$ cat src/rtl/tobuf_ram.sv
`timescale 1ns / 1ps
// Generic single-write, single-read RAM with registered read data.
// No dependencies.
module tobuf_ram #(
  parameter int WIDTH = 8,
  parameter int DEPTH = 16
) (
  input  logic                     clk,
  input  logic                     we,
  input  logic [$clog2(DEPTH)-1:0] waddr,
  input  logic [WIDTH-1:0]         wdata,
  input  logic                     re,
  input  logic [$clog2(DEPTH)-1:0] raddr,
  output logic [WIDTH-1:0]         rdata
);

  logic [WIDTH-1:0] mem [DEPTH];

  always_ff @(posedge clk) begin
    if (we) begin
      mem[waddr] <= wdata;
    end
    if (re) begin
      rdata <= mem[raddr];
    end
  end

endmodule

$ cat config.mk
export PLATFORM = sky130hd
export DESIGN_NAME = tobuf_ram
export DESIGN_NICKNAME = d
export VERILOG_FILES = /design/src/rtl/tobuf_ram.sv
export SDC_FILE = /design/constraint.sdc
export NUM_CORES = 1
export LEC_CHECK = 0
export ABC_AREA = 1
export BUFFER_PORTS_ARGS = -buffer_cell sky130_fd_sc_hd__buf_2
export CORE_MARGIN = 5
export CORE_UTILIZATION = 45
export DETAILED_ROUTE_END_ITERATION = 8
export GPL_TIMING_DRIVEN = 0
export PLACE_DENSITY = 0.69
export SLEW_MARGIN = 20
export SYNTH_ARGS = -nofsm -noshare
export SYNTH_HDL_FRONTEND = slang
export SYNTH_SLANG_ARGS = --single-unit
$ cat constraint.sdc
create_clock -name clk -period 2.44 [get_ports clk]
set_input_delay 0.122 -clock clk [delete_from_list [all_inputs] [get_ports clk]]
set_output_delay 0.122 -clock clk [all_outputs]
set_load 0.02 [all_outputs]
==> impl_metrics.env <==
export IMPL_path_buf_inv=1
export IMPL_fillers=1059
export IMPL_max_freq_mhz=783
export IMPL_crit_path_cell_trace="buf_2, nand3b_1, nor2_1"
export IMPL_synthMuxAreaShare=0
export IMPL_clock_sinks=136
export IMPL_yosysTopAreaCell="edfxtp_1"
export IMPL_reg2reg_to="rdata[3]"
export IMPL_cts_root_buf="clkbuf_16"
export IMPL_netlist_area_leader_share=0.698
export IMPL_grt_use_total=0.199
export IMPL_drc=0
export IMPL_worst_slew_pin_slew_ns=0.975
export IMPL_cts_setup_buffers=0
export IMPL_p_int_mw=4.43
export IMPL_gp_congestion=0.860
export IMPL_grt_max_degree=17
export IMPL_r2r_start="mem[2][3]"
export IMPL_switching_share=0.213
export IMPL_die_h_um=124
export IMPL_drt_total_wl_um=14100
export IMPL_synthSimpleGateAreaFrac=0.208
export IMPL_start_kind="primary input"
export IMPL_syn_inst=551
export IMPL_drt_iter0_markers=673
export IMPL_fin_crit_ns=1.28
export IMPL_r2r_cells=6
export IMPL_cts_tree="built"
export IMPL_ant_nets=0
export IMPL_grt_pass1_wl_um=21700
export IMPL_combPwrFrac=0.063
export IMPL_drv_slew=0
export IMPL_p_total_mw=5.64
export IMPL_min_to="rdata[5]"
export IMPL_synth_area_leaders="edfxtp_1 (70%), nand2_1 (11%), nand3_1 (8.3%)"
export IMPL_synth_seq_area_share=0.698
export IMPL_die_w_um=124
export IMPL_grt_setup_unrepaired="false"
export IMPL_fin_nets=612
export IMPL_avgSynthCellArea_um2=10.6
export IMPL_cts_buffer_depth=2
export IMPL_p_switching_mw=1.20
export IMPL_seq_area_um2=4080
export IMPL_final_period_utilization=0.523
export IMPL_yosysWarnings=0
export IMPL_synth_seq_cells=136
export IMPL_path_delay_family="simple AND/OR/NAND/NOR gates"
export IMPL_netlist_area_um2=5850
export IMPL_finalHoldViolations=0
export IMPL_insertion_delay_ns=0.42
export IMPL_leakage_nw=2.92
export IMPL_clk_pin_slew_ns=0.06
export IMPL_core_um2=12700
export IMPL_timing_slew_headroom=0.347
export IMPL_synth_compound_area_share=0
export IMPL_status="complete, no violations"
export IMPL_postCtsHoldBufs=0
export IMPL_antenna_found_initial=0
export IMPL_grt_overflow=0
export IMPL_worstPathArrival_ns=1.31
export IMPL_clock_skew_ns=0.0127
export IMPL_cpMaxStageDelayCell="nor2_1"
export IMPL_area_delta_synth_final_pct=16.1
export IMPL_boundaryPins=27
export IMPL_vdd_ir_drop_max_uv=527
export IMPL_cts_made_buffers=17
export IMPL_pwr_share_clk=0.468
export IMPL_synthXorXnorAreaFrac=0
export IMPL_power_density_nw_per_um2=830
export IMPL_dr_pass1_iters=6
export IMPL_critPathKind="primary input to flop"
export IMPL_synth_fp_nets=570
export IMPL_drive_gt1_frac=0.124
export IMPL_htreeDepth=4
export IMPL_max_stage_delay_ns=0.80
export IMPL_antennaDiodeCount=0
export IMPL_whs_path_depth=1
export IMPL_wl_per_cell_um=18.1
export IMPL_io_buffers=23
export IMPL_start_util=0.461
export IMPL_cts_resized=0
export IMPL_synth_top_family_by_area="simple AND/OR/NAND/NOR gates"
export IMPL_dp_hpwl_um=9110
export IMPL_critPathMaxFanout=8
export IMPL_multi_input_area_um2=1210
export IMPL_min_from="re"
export IMPL_min_path_type="primary input to flop"
export IMPL_p_seq_frac=0.469
export IMPL_synth_adder_area_share=0
export IMPL_synth_cell_type_count=11
export IMPL_rows=41
export IMPL_via_count=3946
export IMPL_endpoint_kind="flop"
export IMPL_r2r_setup_slack_ns=1.24
export IMPL_max_cap_viol_count=0
export IMPL_via_per_inst=5.07
export IMPL_die_area_um2=15400
export IMPL_fin_setup_tns_ns=0
export IMPL_mostFrequentLayoutCell="nand2_1"
export IMPL_final_cell_mix="nand2_1 (173), edfxtp_1 (136), inv_1 (100)"
export IMPL_grt_pass1_vias=3863
export IMPL_required_ns=2.47
export IMPL_setup_viol=0
-- through the flow --
stage                     setup slack (ns)  instance area (um^2)  utilization  hold slack, ns  instances
after floorplan                       1.37                  5850            -           0.221        551
after global placement               0.826                  6180        0.488           0.450        746
after detailed placement             0.763                  6180        0.488           0.463        746
after CTS                             1.21                  6790        0.536          0.0338        778
after global routing                  1.09                  6790        0.536          0.0421        778
final                                 1.16                  6790        0.536          0.0364        778
-- worst max path at each step --
stage / from / end / slack, ns / cells after the start
after floorplan: waddr[2] / mem[10][0] / 1.37 / 2
after global placement: waddr[3] / mem[6][3] / 0.83 / 3
after detailed placement: waddr[3] / mem[7][3] / 0.76 / 3
after CTS: waddr[3] / mem[6][6] / 1.21 / 3
after global routing: waddr[3] / mem[6][6] / 1.09 / 3
final: waddr[3] / mem[6][6] / 1.16 / 3
-- synthesized netlist by cell type, drive strengths merged --
cell / count
buf: 24
edfxtp: 136
inv: 102
nand2: 173
nand3: 97
nand3b: 2
nor2: 17
-- area by class of cell --
| type | count | share of cell area |
|---|---|---|
| Buffer | 24 | 0.0245 |
| Clock buffer | 19 | 0.0638 |
| Clock inverter | 13 | 0.0264 |
| Inverter | 102 | 0.0564 |
| Multi-Input combinational cell | 289 | 0.179 |
| Sequential cell | 136 | 0.602 |
| Tap cell | 172 | 0.0317 |
| Timing Repair Buffer | 23 | 0.0170 |
-- layer usage --
metal	share of wire	routed length, um	track usage	vias up
li1	-	-	-	1869
met1	0.42	5970	0.264	1846
met2	0.47	6600	0.311	203
met3	0.082	1160	0.0509	28
met4	0.026	363	0.0849	0
met5	0	0	0	-
-- power groups by stage --
stage	combinational [mW]	clock, mW	sequential (mW)
floorplan	0.185	0	2.71
global placement	0.339	0	2.69
detailed placement	0.347	0	2.69
CTS	0.350	2.64	2.65
global route	0.387	2.79	2.65
finish	0.353	2.64	2.65
-- cells by family after synthesis --
family	count (synthesis)
and+or+nand+nor	289
DFF	136
buffers and inverters	126
-- sequential cells by signal (all words and copies together) (netlist names) --
name,count
rdata,8
mem,128
No activity file was read; power rests on OpenSTA's default activity.
